**src/sv/irts_pkg.sv**
```systemverilog
package irts_pkg;

	localparam int unsigned SCALE_FRACTION_BITS_DEFAULT = 24;
	localparam int unsigned SCALE_W = 33;

	localparam logic [26:0] TICKS_PER_SECOND = 27'd100000000;
	localparam logic [16:0] SECONDS_PER_DAY = 17'd86400;
	localparam logic [15:0] DAYS_TO_2000 = 16'd10957;
	localparam logic [8:0] DAYS_COMMON_YEAR = 9'd365;

	localparam logic REG_HOST_YEAR = 1'b0;
	localparam logic REG_SCALE = 1'b1;

	typedef struct packed {
		logic [6:0] year_of_century;
		logic [8:0] day_of_year;
		logic [4:0] hour_of_day;
		logic [5:0] minute_of_hour;
		logic [5:0] second_of_minute;
		logic [30:0] subsecond_count;
	} in_item_t;

	typedef struct packed {
		logic [58:0] time_code;
		logic year_was_filled;
	} out_item_t;

	typedef struct packed {
		logic load;
		logic secs_en;
		logic ticks_en;
		logic lo_en;
		logic hi_en;
		logic out_load;
	} ctl_t;

	// days from 1970-01-01 to January first of year 2000+y
	function automatic logic [15:0] days_to_year(input logic [6:0] y);
		logic [15:0] d;
		logic [7:0] leaps;
		begin
			leaps = ({1'b0, y} + 8'd3) >> 2;
			d = DAYS_TO_2000 + 16'(y) * 16'(DAYS_COMMON_YEAR) + 16'(leaps);
			if (y >= 7'd101) begin
				d = d - 16'd1;
			end
			return d;
		end
	endfunction

endpackage

```
**src/sv/irts_regs.sv**
```systemverilog
module irts_regs #(
	parameter int unsigned SCALE_FRACTION_BITS = irts_pkg::SCALE_FRACTION_BITS_DEFAULT
) (
	input logic clk,
	input logic arst_n,
	input logic psel,
	input logic penable,
	input logic pwrite,
	input logic [2:0] paddr,
	input logic [31:0] pwdata,
	output logic [31:0] prdata,
	output logic pready,
	output logic [6:0] host_year,
	output logic [irts_pkg::SCALE_W-1:0] scale
);
	import irts_pkg::*;

	logic [6:0] host_year_q;
	logic [SCALE_W-1:0] scale_q;
	logic wr_en;
	logic reg_idx;

	assign pready = 1'b1;
	assign wr_en = psel && penable && pwrite;
	assign reg_idx = paddr[2];

	always_ff @(posedge clk or negedge arst_n) begin
		if (!arst_n) begin
			host_year_q <= 7'd0;
			scale_q <= SCALE_W'(1) << SCALE_FRACTION_BITS;
		end else if (wr_en) begin
			case (reg_idx)
				REG_HOST_YEAR: host_year_q <= pwdata[6:0];
				REG_SCALE: scale_q <= SCALE_W'(pwdata);
				default: ;
			endcase
		end
	end

	always_comb begin
		case (reg_idx)
			REG_HOST_YEAR: prdata = {25'd0, host_year_q};
			REG_SCALE: prdata = scale_q[31:0];
			default: prdata = 32'd0;
		endcase
	end

	assign host_year = host_year_q;
	assign scale = scale_q;

endmodule

```
**src/sv/irts_ctrl.sv**
```systemverilog
module irts_ctrl (
	input logic clk,
	input logic arst_n,
	input logic in_valid,
	output logic in_stall,
	output logic out_valid,
	input logic out_stall,
	output irts_pkg::ctl_t ctl
);
	import irts_pkg::*;

	typedef enum logic [2:0] {
		ST_IDLE,
		ST_SECS,
		ST_TICKS,
		ST_LO,
		ST_HI,
		ST_SUM
	} state_t;

	state_t state_q;
	logic out_valid_q;

	always_comb begin
		ctl.load = in_valid && (state_q == ST_IDLE);
		ctl.secs_en = (state_q == ST_SECS);
		ctl.ticks_en = (state_q == ST_TICKS);
		ctl.lo_en = (state_q == ST_LO);
		ctl.hi_en = (state_q == ST_HI);
		ctl.out_load = (state_q == ST_SUM) && (!out_valid_q || !out_stall);
	end

	assign in_stall = (state_q != ST_IDLE);
	assign out_valid = out_valid_q;

	always_ff @(posedge clk or negedge arst_n) begin
		if (!arst_n) begin
			state_q <= ST_IDLE;
			out_valid_q <= 1'b0;
		end else begin
			case (state_q)
				ST_IDLE: if (in_valid) state_q <= ST_SECS;
				ST_SECS: state_q <= ST_TICKS;
				ST_TICKS: state_q <= ST_LO;
				ST_LO: state_q <= ST_HI;
				ST_HI: state_q <= ST_SUM;
				ST_SUM: if (ctl.out_load) state_q <= ST_IDLE;
				default: state_q <= ST_IDLE;
			endcase
			if (ctl.out_load) begin
				out_valid_q <= 1'b1;
			end else if (!out_stall) begin
				out_valid_q <= 1'b0;
			end
		end
	end

`ifndef SYNTH
	a_accept_starts: assert property (@(posedge clk) disable iff (!arst_n)
		(in_valid && !in_stall) |=> (state_q == ST_SECS))
		else $error("accepted item did not start work");
	a_sum_waits: assert property (@(posedge clk) disable iff (!arst_n)
		(state_q == ST_SUM && out_valid && out_stall) |=> (state_q == ST_SUM))
		else $error("result overwrote a waiting item");
	a_hi_to_sum: assert property (@(posedge clk) disable iff (!arst_n)
		(state_q == ST_HI) |=> (state_q == ST_SUM))
		else $error("sequencer skipped the final sum");
	a_out_after_sum: assert property (@(posedge clk) disable iff (!arst_n)
		$rose(out_valid) |-> $past(state_q == ST_SUM))
		else $error("result appeared without a sum step");
`endif

endmodule

```
**src/sv/irts_dp.sv**
```systemverilog
module irts_dp #(
	parameter int unsigned SCALE_FRACTION_BITS = irts_pkg::SCALE_FRACTION_BITS_DEFAULT
) (
	input logic clk,
	input logic arst_n,
	input irts_pkg::ctl_t ctl,
	input irts_pkg::in_item_t in_item,
	input logic [6:0] host_year,
	input logic [irts_pkg::SCALE_W-1:0] scale,
	output irts_pkg::out_item_t out_item
);
	import irts_pkg::*;

	logic [6:0] prev_year_q;
	logic [8:0] prev_day_q;
	logic seen_q;

	logic [6:0] year_q;
	logic filled_q;
	logic [8:0] day_q;
	logic [4:0] hour_q;
	logic [5:0] minute_q;
	logic [5:0] second_q;
	logic [30:0] sub_q;
	logic [32:0] secs_q;
	logic [59:0] ticks_q;
	logic [46:0] plo_q;
	logic [63:0] prod_q;
	out_item_t out_q;

	logic [6:0] year_res;
	logic filled_res;
	logic [16:0] days_total;
	logic [32:0] secs_next;
	logic [59:0] code_sum;

	always_comb begin
		filled_res = (in_item.year_of_century == 7'd0);
		if (!filled_res) begin
			year_res = in_item.year_of_century;
		end else if (!seen_q) begin
			year_res = host_year;
		end else if (in_item.day_of_year == 9'd1 && prev_day_q >= DAYS_COMMON_YEAR) begin
			year_res = prev_year_q + 7'd1;
		end else begin
			year_res = prev_year_q;
		end
	end

	always_comb begin
		days_total = 17'(days_to_year(year_q)) + 17'(day_q) - 17'd1;
		secs_next = 33'(days_total) * 33'(SECONDS_PER_DAY) + 33'(hour_q) * 33'd3600
			+ 33'(minute_q) * 33'd60 + 33'(second_q);
		code_sum = ticks_q + 60'(prod_q >> SCALE_FRACTION_BITS);
	end

	always_ff @(posedge clk or negedge arst_n) begin
		if (!arst_n) begin
			prev_year_q <= 7'd0;
			prev_day_q <= 9'd0;
			seen_q <= 1'b0;
		end else if (ctl.load) begin
			prev_year_q <= year_res;
			prev_day_q <= in_item.day_of_year;
			seen_q <= 1'b1;
		end
	end

	always_ff @(posedge clk) begin
		if (ctl.load) begin
			year_q <= year_res;
			filled_q <= filled_res;
			day_q <= in_item.day_of_year;
			hour_q <= in_item.hour_of_day;
			minute_q <= in_item.minute_of_hour;
			second_q <= in_item.second_of_minute;
			sub_q <= in_item.subsecond_count;
		end
		if (ctl.secs_en) begin
			secs_q <= secs_next;
		end
		if (ctl.ticks_en) begin
			ticks_q <= 60'(secs_q) * 60'(TICKS_PER_SECOND) + 60'(TICKS_PER_SECOND);
		end
		if (ctl.lo_en) begin
			plo_q <= 47'(sub_q) * 47'(scale[15:0]);
		end
		if (ctl.hi_en) begin
			prod_q <= ((64'(sub_q) * 64'(scale[SCALE_W-1:16])) << 16) + 64'(plo_q);
		end
		if (ctl.out_load) begin
			out_q.time_code <= code_sum[58:0];
			out_q.year_was_filled <= filled_q;
		end
	end

	assign out_item = out_q;

endmodule

```
**src/sv/irig_stamp_to_timecode_unit.sv**
```systemverilog
// channel   direction  handshake                payload
// in        input      in_valid / in_stall      in_item  (irts_pkg::in_item_t)
// out       output     out_valid / out_stall    out_item (irts_pkg::out_item_t)
// config    input      APB psel/penable/pwrite  paddr[2:0], pwdata, prdata
//
// One item at a time: after acceptance the sequencer steps through days/seconds, the tick
// product, two subsecond partial products and the final sum, which loads the result.
// Input stalls until the result is loaded, so a new item waits until the previous one is done.
// A stalled result holds in the output register; the sequencer holds in its sum step.
// Reset clears year tracking, host_year to 0 and subsecond_scale to 1.0.
module irig_stamp_to_timecode_unit #(
	parameter int unsigned SCALE_FRACTION_BITS = irts_pkg::SCALE_FRACTION_BITS_DEFAULT
) (
	input logic clk,
	input logic arst_n,
	input logic in_valid,
	output logic in_stall,
	input irts_pkg::in_item_t in_item,
	output logic out_valid,
	input logic out_stall,
	output irts_pkg::out_item_t out_item,
	input logic psel,
	input logic penable,
	input logic pwrite,
	input logic [2:0] paddr,
	input logic [31:0] pwdata,
	output logic [31:0] prdata,
	output logic pready
);
	import irts_pkg::*;

	ctl_t ctl;
	logic [6:0] host_year;
	logic [SCALE_W-1:0] scale;

	irts_regs #(
		.SCALE_FRACTION_BITS(SCALE_FRACTION_BITS)
	) u_regs (
		.clk(clk),
		.arst_n(arst_n),
		.psel(psel),
		.penable(penable),
		.pwrite(pwrite),
		.paddr(paddr),
		.pwdata(pwdata),
		.prdata(prdata),
		.pready(pready),
		.host_year(host_year),
		.scale(scale)
	);

	irts_ctrl u_ctrl (
		.clk(clk),
		.arst_n(arst_n),
		.in_valid(in_valid),
		.in_stall(in_stall),
		.out_valid(out_valid),
		.out_stall(out_stall),
		.ctl(ctl)
	);

	irts_dp #(
		.SCALE_FRACTION_BITS(SCALE_FRACTION_BITS)
	) u_dp (
		.clk(clk),
		.arst_n(arst_n),
		.ctl(ctl),
		.in_item(in_item),
		.host_year(host_year),
		.scale(scale),
		.out_item(out_item)
	);

endmodule

```
**config.mk**
```make
export PLATFORM = sky130hd
export DESIGN_NAME = irig_stamp_to_timecode_unit
export DESIGN_NICKNAME = d
export VERILOG_FILES = /design/src/sv/irts_pkg.sv /design/src/sv/irts_regs.sv /design/src/sv/irts_ctrl.sv /design/src/sv/irts_dp.sv /design/src/sv/irig_stamp_to_timecode_unit.sv
export SDC_FILE = /design/constraint.sdc
export NUM_CORES = 2
export LEC_CHECK = 0
export BUFFER_PORTS_ARGS = -buffer_cell sky130_fd_sc_hd__buf_2
export CAP_MARGIN = 20
export CORE_MARGIN = 3
export CORE_UTILIZATION = 45
export CTS_CLUSTER_SIZE = 25
export DETAILED_ROUTE_END_ITERATION = 16
export MAX_ROUTING_LAYER = met4
export SETUP_SLACK_MARGIN = 0.02
export SYNTH_ARGS = -nofsm -noshare
export SYNTH_HDL_FRONTEND = slang
export SYNTH_SLANG_ARGS = --single-unit
```
**constraint.sdc**
```tcl
create_clock -name clk -period 18.15 [get_ports clk]
set_clock_uncertainty 0.2 [all_clocks]
set_input_delay 0.9075 -clock clk [delete_from_list [all_inputs] [get_ports clk]]
set_output_delay 0.9075 -clock clk [all_outputs]
set_load 0.01 [all_outputs]
```
Word-level counts from Yosys, hierarchy flattened:

Index checks and enable logic that the tools add are counted.

* register bits after elaboration: 388
* output and inout port bits: 95
* logic and storage cells: 76

* add/subtract/negate cells: 13
* multiply operators: 7
* $lt $le $gt $ge: 2
* equality and inequality tests: 9
* mux-type cells: 10
* bitwise operators: 1
* reductions and logical operators: 14

Operators by type and width (number)
* 31-bit by 16-bit multiplier with 47-bit output: 2
* 64-bit by 47-bit adder with 64-bit output: 1
* 32-bit one-hot mux with 2 select lines: 1
* 59-bit by 27-bit adder with 59-bit output (second input constant): 1
* 59-bit by 40-bit adder with 59-bit output: 1
* 33-bit by 19-bit multiplier with 51-bit output (second input constant): 1
* 33-bit by 12-bit adder with 33-bit output: 1
* 33-bit by 17-bit adder with 33-bit output: 1
* 33-bit by 6-bit adder with 33-bit output: 1
* 17-bit by 10-bit multiplier with 26-bit output (second input constant): 1
* 7-bit 2-to-1 mux: 3
* 3-bit one-hot mux with 6 select lines: 1
* 16-bit by 9-bit adder with 17-bit output: 1
* 17-bit by 1-bit subtractor with 17-bit output (second input constant): 1
* 14-bit by 16-bit adder with 16-bit output (first input constant): 1
* 16-bit by 6-bit adder with 16-bit output: 1
* 7-bit by 9-bit multiplier with 16-bit output (second input constant): 1
* 16-bit 2-to-1 mux: 1
* 16-bit by 1-bit subtractor with 16-bit output (second input constant): 1
* 5-bit by 8-bit multiplier with 13-bit output (second input constant): 1
* 6-bit by 4-bit multiplier with 10-bit output (second input constant): 1
* 9-bit by 1-bit equality test with 1-bit output (second input constant): 1
* 9-bit greater-or-equal comparator (second input constant): 1
* 7-bit by 2-bit adder with 8-bit output (second input constant): 1
* other kinds (17): 29

Depth between registers and ports, before layout:

* depth after elaboration: 11
* mapped depth: 50
* mapped depth without buffers: 49

Cells and area by module:

A second synthesis with hierarchy kept.

* cell total of the unflattened synthesis: 6769
* area total of the unflattened synthesis: 66063.4 um^2

By module, submodules not included
* irts_dp: instances 1, cells an instance 6619, area each 63933.8 um^2
* irts_regs: instances 1, cells an instance 123, area each 1880.6 um^2
* irts_ctrl: instances 1, cells an instance 27, area each 249.0 um^2

Worst setup path before layout:

Ideal clock, no wire load.

* path kind: reg2reg
* from: register u_dp.year_q[1]
* to: register u_dp.secs_q[32], data pin
* arrival: 10.540 ns
* data required time: 17.692 ns
* slack: 7.152 ns
* cell stages (with the launch flop): 49
* buffers on the path: 1
* cell sequence: edfxtp_1 > inv_1 > ha_1 > a21oi_1 > nor2_1 > xnor2_1 > fa_1 > ha_1 > fa_1 > inv_1 > fa_1 > inv_1 > ha_1 > a211oi_4 > o21bai_1 > a2111o_1 > a21o_1 > and2_1 > [... 13 more ...] > xnor2_1 > inv_1 > fa_1 > ha_1 > inv_1 > fa_1 > inv_1 > ha_1 > a2111oi_0 > a21boi_0 > a311o_1 > a31oi_1 > o311ai_0 > o21a_1 > nor2_1 > xnor2_1 > nand3_1 > xor2_1

* cells in the longest elaborated chain, start to end: 11
* elaborated cells between the ends (all ways): 13

Ends and longest elaborated chain
* start, declared: RTL line irts_dp.sv:18 `logic [6:0] year_q;`
* start signal, assigned: RTL line irts_dp.sv:71 `year_q <= year_res;`
* 7-bit by 9-bit multiplier with 16-bit output: RTL line irts_pkg.sv:43 `d = DAYS_TO_2000 + 16'(y) * 16'(DAYS_COMMON_YEAR) + 16'(leaps);`
* 14-bit by 16-bit adder with 16-bit output: RTL line irts_pkg.sv:43
* 16-bit by 6-bit adder with 16-bit output: RTL line irts_pkg.sv:43
* 16-bit by 1-bit subtractor with 16-bit output: RTL line irts_pkg.sv:45 `d = d - 16'd1;`
* 16-bit 2-to-1 mux *: RTL line irts_pkg.sv:44 `if (y >= 7'd101) begin`
* 16-bit by 9-bit adder with 17-bit output *: RTL line irts_dp.sv:51 `days_total = 17'(days_to_year(year_q)) + 17'(day_q) - 17'd1;`
* 17-bit by 1-bit subtractor with 17-bit output *: RTL line irts_dp.sv:51
* 17-bit by 10-bit multiplier with 26-bit output *: RTL line irts_dp.sv:52 `secs_next = 33'(days_total) * 33'(SECONDS_PER_DAY) + 33'(hour_q) * 33'd3600`
* 33-bit by 17-bit adder with 33-bit output *: RTL line irts_dp.sv:52
* 33-bit by 12-bit adder with 33-bit output *: RTL line irts_dp.sv:53 `+ 33'(minute_q) * 33'd60 + 33'(second_q);`
* 33-bit by 6-bit adder with 33-bit output *: RTL line irts_dp.sv:53
* via u_dp.secs_next[32]: RTL line irts_dp.sv:34 `logic [32:0] secs_next;`
* end signal, assigned: RTL line irts_dp.sv:80 `secs_q <= secs_next;`
* end, declared: RTL line irts_dp.sv:25 `logic [32:0] secs_q;`

The timed path passes the listed nets; every way through them passes the cells marked *.
A chain may end at the register's enable or synchronous reset.

Final worst setup path:

Ends and elaborated chain as after synthesis.

==> impl_metrics.json <==
{
  "finalCritPeriodShare_pct": 67.3,
  "io_pins": 201,
  "placed_area_um2": 68100,
  "dieArea_um2": 149000,
  "yosys_warnings": 0,
  "syn_inst": 6642,
  "synth_ff_type": "edfxtp_1",
  "fmax_mhz": 81.8,
  "synth_fp_nets": 8644,
  "drt_iter0_drc": 2571,
  "worstSkewPairLatency_ns": 0.63,
  "status": "completed",
  "drive_above_1_share_pct": 7.02,
  "max_cap_violations": 0,
  "syn2layout_area_growth_pct": 7.12,
  "track_usage_pct": 23.3,
  "max_stage_delay_ns": 0.70,
  "portBuffers": 197,
  "clkTransAtPathRegs_ns": 0.07,
  "synth_seq_area_share_pct": 15.2,
  "synth-edff-count": 280,
  "placed_cells": 8574,
  "wirelength_um": 163000,
  "root_buffer": "clkbuf_16",
  "relSlewSlack_pct": 33.2,
  "syn_area_um2": 65100,
  "vias": 45031,
  "post_cts_resized": 0,
  "design_area_um2": 69700,
  "synth_area_leaders": "fa_1, ha_1, edfxtp_1, inv_1, nand2_1",
  "rsz0062_at_grt": "false",
  "ant_nets": 0,
  "drc": 0,
  "whs_ns": 0.202,
  "max-clock-path-buffers": 3,
  "antenna_found_initial": 6,
  "rows": 138,
  "cp_max_fo": 7,
  "timing.final.max_slew_violations": 0,
  "core_um2": 143000,
  "synth-async-reset-ratio_pct": 17.6,
  "holdCritPathClass": "reg -> reg",
  "grt_pass1_vias": 48213,
  "hold_violations": 0,
  "end_kind": "register",
  "post-dp-hpwl_um": 127000,
  "cts_tree": "built",
  "avgSynthCellArea_um2": 9.80,
  "grt-ovfl-total": 0,
  "start_kind": "register",
  "drt-wirelength-per-cell_um": 18.8,
  "grt_max_degree": 63,
  "yosysUniqueCellTypes": 102,
  "worstPathArrival_ns": 12.37,
  "min_period_ns": 12.22,
  "synth_top_area_share_pct": 36.1,
  "worst_pin_slew_ns": 1.00,
  "cts_buffers": 44,
  "crit_required_ns": 18.30,
  "via_per_inst": 5.20,
  "crit_slowest_cell": "o311ai_0",
  "worstSetupPathType": "reg -> reg",
  "final_nets": 8734,
  "dr.pass1.iters": 5,
  "h-tree-depth": 2,
  "start_util_pct": 45.6,
  "fin_setup_tns_ns": 0,
  "synth_top_area_cell": "fa_1",
  "die-height_um": 386,
  "die_width_um": 386,
  "clock-sinks": 340,
  "grt_pass1_wl_um": 264000,
  "setup_viol": 0,
  "final_cells": 8659,
  "gp_congestion": 0.905,
  "synth-seq-cells": 340
}
-- per-stage QoR --
step	utilization (%)	setup slack (ns)
floorplan	-	7.15
global placement	47.8	6.02
detailed placement	47.8	5.94
CTS	48.9	5.90
global route	48.9	5.03
finish	48.9	5.93
-- cell usage in the layout (no fill, tap or decap), types with 98 or more instances in the layout --
cell type,netlist,final
xnor2_1,218,218
a21oi_1,186,186
and2_1,313,313
o21ai_0,98,98
ha_1,721,721
nor2_1,173,170
buf_2,2,196
xor2_1,121,121
inv_1,1383,1383
edfxtp_1,280,280
fa_1,1175,1175
nand2_1,871,871
a21o_1,129,129
-- sequential cells by signal, summed over array words and instances (netlist names), 7 cells and up --
signal,cells
u_dp.plo_q,31
u_dp.prev_day_q,9
u_dp.sub_q,31
u_regs.host_year,7
u_dp.out_item,60
u_dp.ticks_q,51
u_dp.day_q,9
u_dp.year_q,7
u_dp.prod_q,40
u_dp.secs_q,33
u_regs.scale,32
u_dp.prev_year_q,7
-- cell type report --
cell class | instances | area (um^2)
fillers | 13444 | 72900
flip-flops and latches | 340 | 9920
inverters | 1384 | 5190
clock buffers | 55 | 1220
clock inverters | 27 | 327
well taps | 1890 | 2360
repair buffers | 265 | 1500
diodes | 1 | 2.50
multi-input cells | 4697 | 49200
-- worst paths after layout --
kind                       slack (ns)  depth (start not counted)                      start                               to
max reg2reg                      5.93                         49   u_dp.year_q[1]$_DFFE_PP_        u_dp.secs_q[32]$_DFFE_PP_
min reg2reg                      0.20                          0  u_dp.prod_q[31]$_DFFE_PN_       u_dp.out_item[8]$_DFFE_PP_
max                              5.93                         49   u_dp.year_q[1]$_DFFE_PP_        u_dp.secs_q[32]$_DFFE_PP_
max in group asynchronous       16.25                          3                     arst_n     u_regs.scale[22]$_DFFE_PN0P_
min in group asynchronous        0.52                          2                     arst_n  u_dp.prev_year_q[0]$_DFFE_PN0P_
min                              0.20                          0  u_dp.prod_q[31]$_DFFE_PN_       u_dp.out_item[8]$_DFFE_PP_
-- cell usage after synthesis, types with 15 or more instances --
| cell type | instances |
|---|---|
| ha_1 | 721 |
| dfrtp_1 | 59 |
| nand2b_1 | 30 |
| a211oi_1 | 27 |
| edfxtp_1 | 280 |
| mux2_2 | 61 |
| nand3_1 | 59 |
| a21oi_1 | 186 |
| nand2_1 | 871 |
| and2_1 | 313 |
| xor2_1 | 121 |
| clkbuf_1 | 212 |
| xnor2_1 | 218 |
| fa_1 | 1175 |
| o21ai_0 | 98 |
| inv_1 | 1383 |
| a211o_1 | 15 |
| o21bai_1 | 31 |
| and3_1 | 42 |
| a31oi_1 | 29 |
| nor3_1 | 51 |
| nor2b_1 | 37 |
| o21a_1 | 44 |
| or3_1 | 17 |
| nor2_1 | 173 |
| nand4_1 | 29 |
| a21o_1 | 129 |
-- critical path, delay by kind of cell (launching register included) --
kind / cells / cell delay (ns)
adders and majority gates: 12 / 4.45
AOI/OAI and AO/OA: 19 / 4.05
DFF: 1 / 0.55
xor gates and xnor gates: 4 / 0.97
and+or+nand+nor: 7 / 1.18
buffers and inverters: 7 / 0.57
-- layer usage --
| metal | vias up | track usage, % | part of all wire, % |
|---|---|---|---|
| met5 | - | - | 0 |
| met4 | 0 | 4.88 | 2.1 |
| met3 | 228 | 4.36 | 7.3 |
| met2 | 1340 | 35.8 | 45 |
| met1 | 22507 | 32.4 | 46 |
| li1 | 20956 | - | - |
-- what timing repair did --
item,in CTS,in global routing
hold buffers,1,0
buffers inserted,0,0
endpoints found under the hold margin,17,0
-- logic make-up (layout without fill, tap and decap cells) --
family | count (synthesis) | in the layout | synth area share, %
buffers and inverters | 1605 | 1731 | 9.27
DFF | 340 | 340 | 15.2
adders and majority gates | 1896 | 1896 | 50.0
muxes | 70 | 70 | 1.20
and+or+nand+nor | 1698 | 1698 | 12.3
other | 1 | 2 | 0.00576
xor gates and xnor gates | 346 | 346 | 4.81
AOI/OAI and AO/OA | 686 | 686 | 7.15
Power is not shown: default switching activity piles up to over one toggle a cycle in this logic, so the estimate is an artifact.
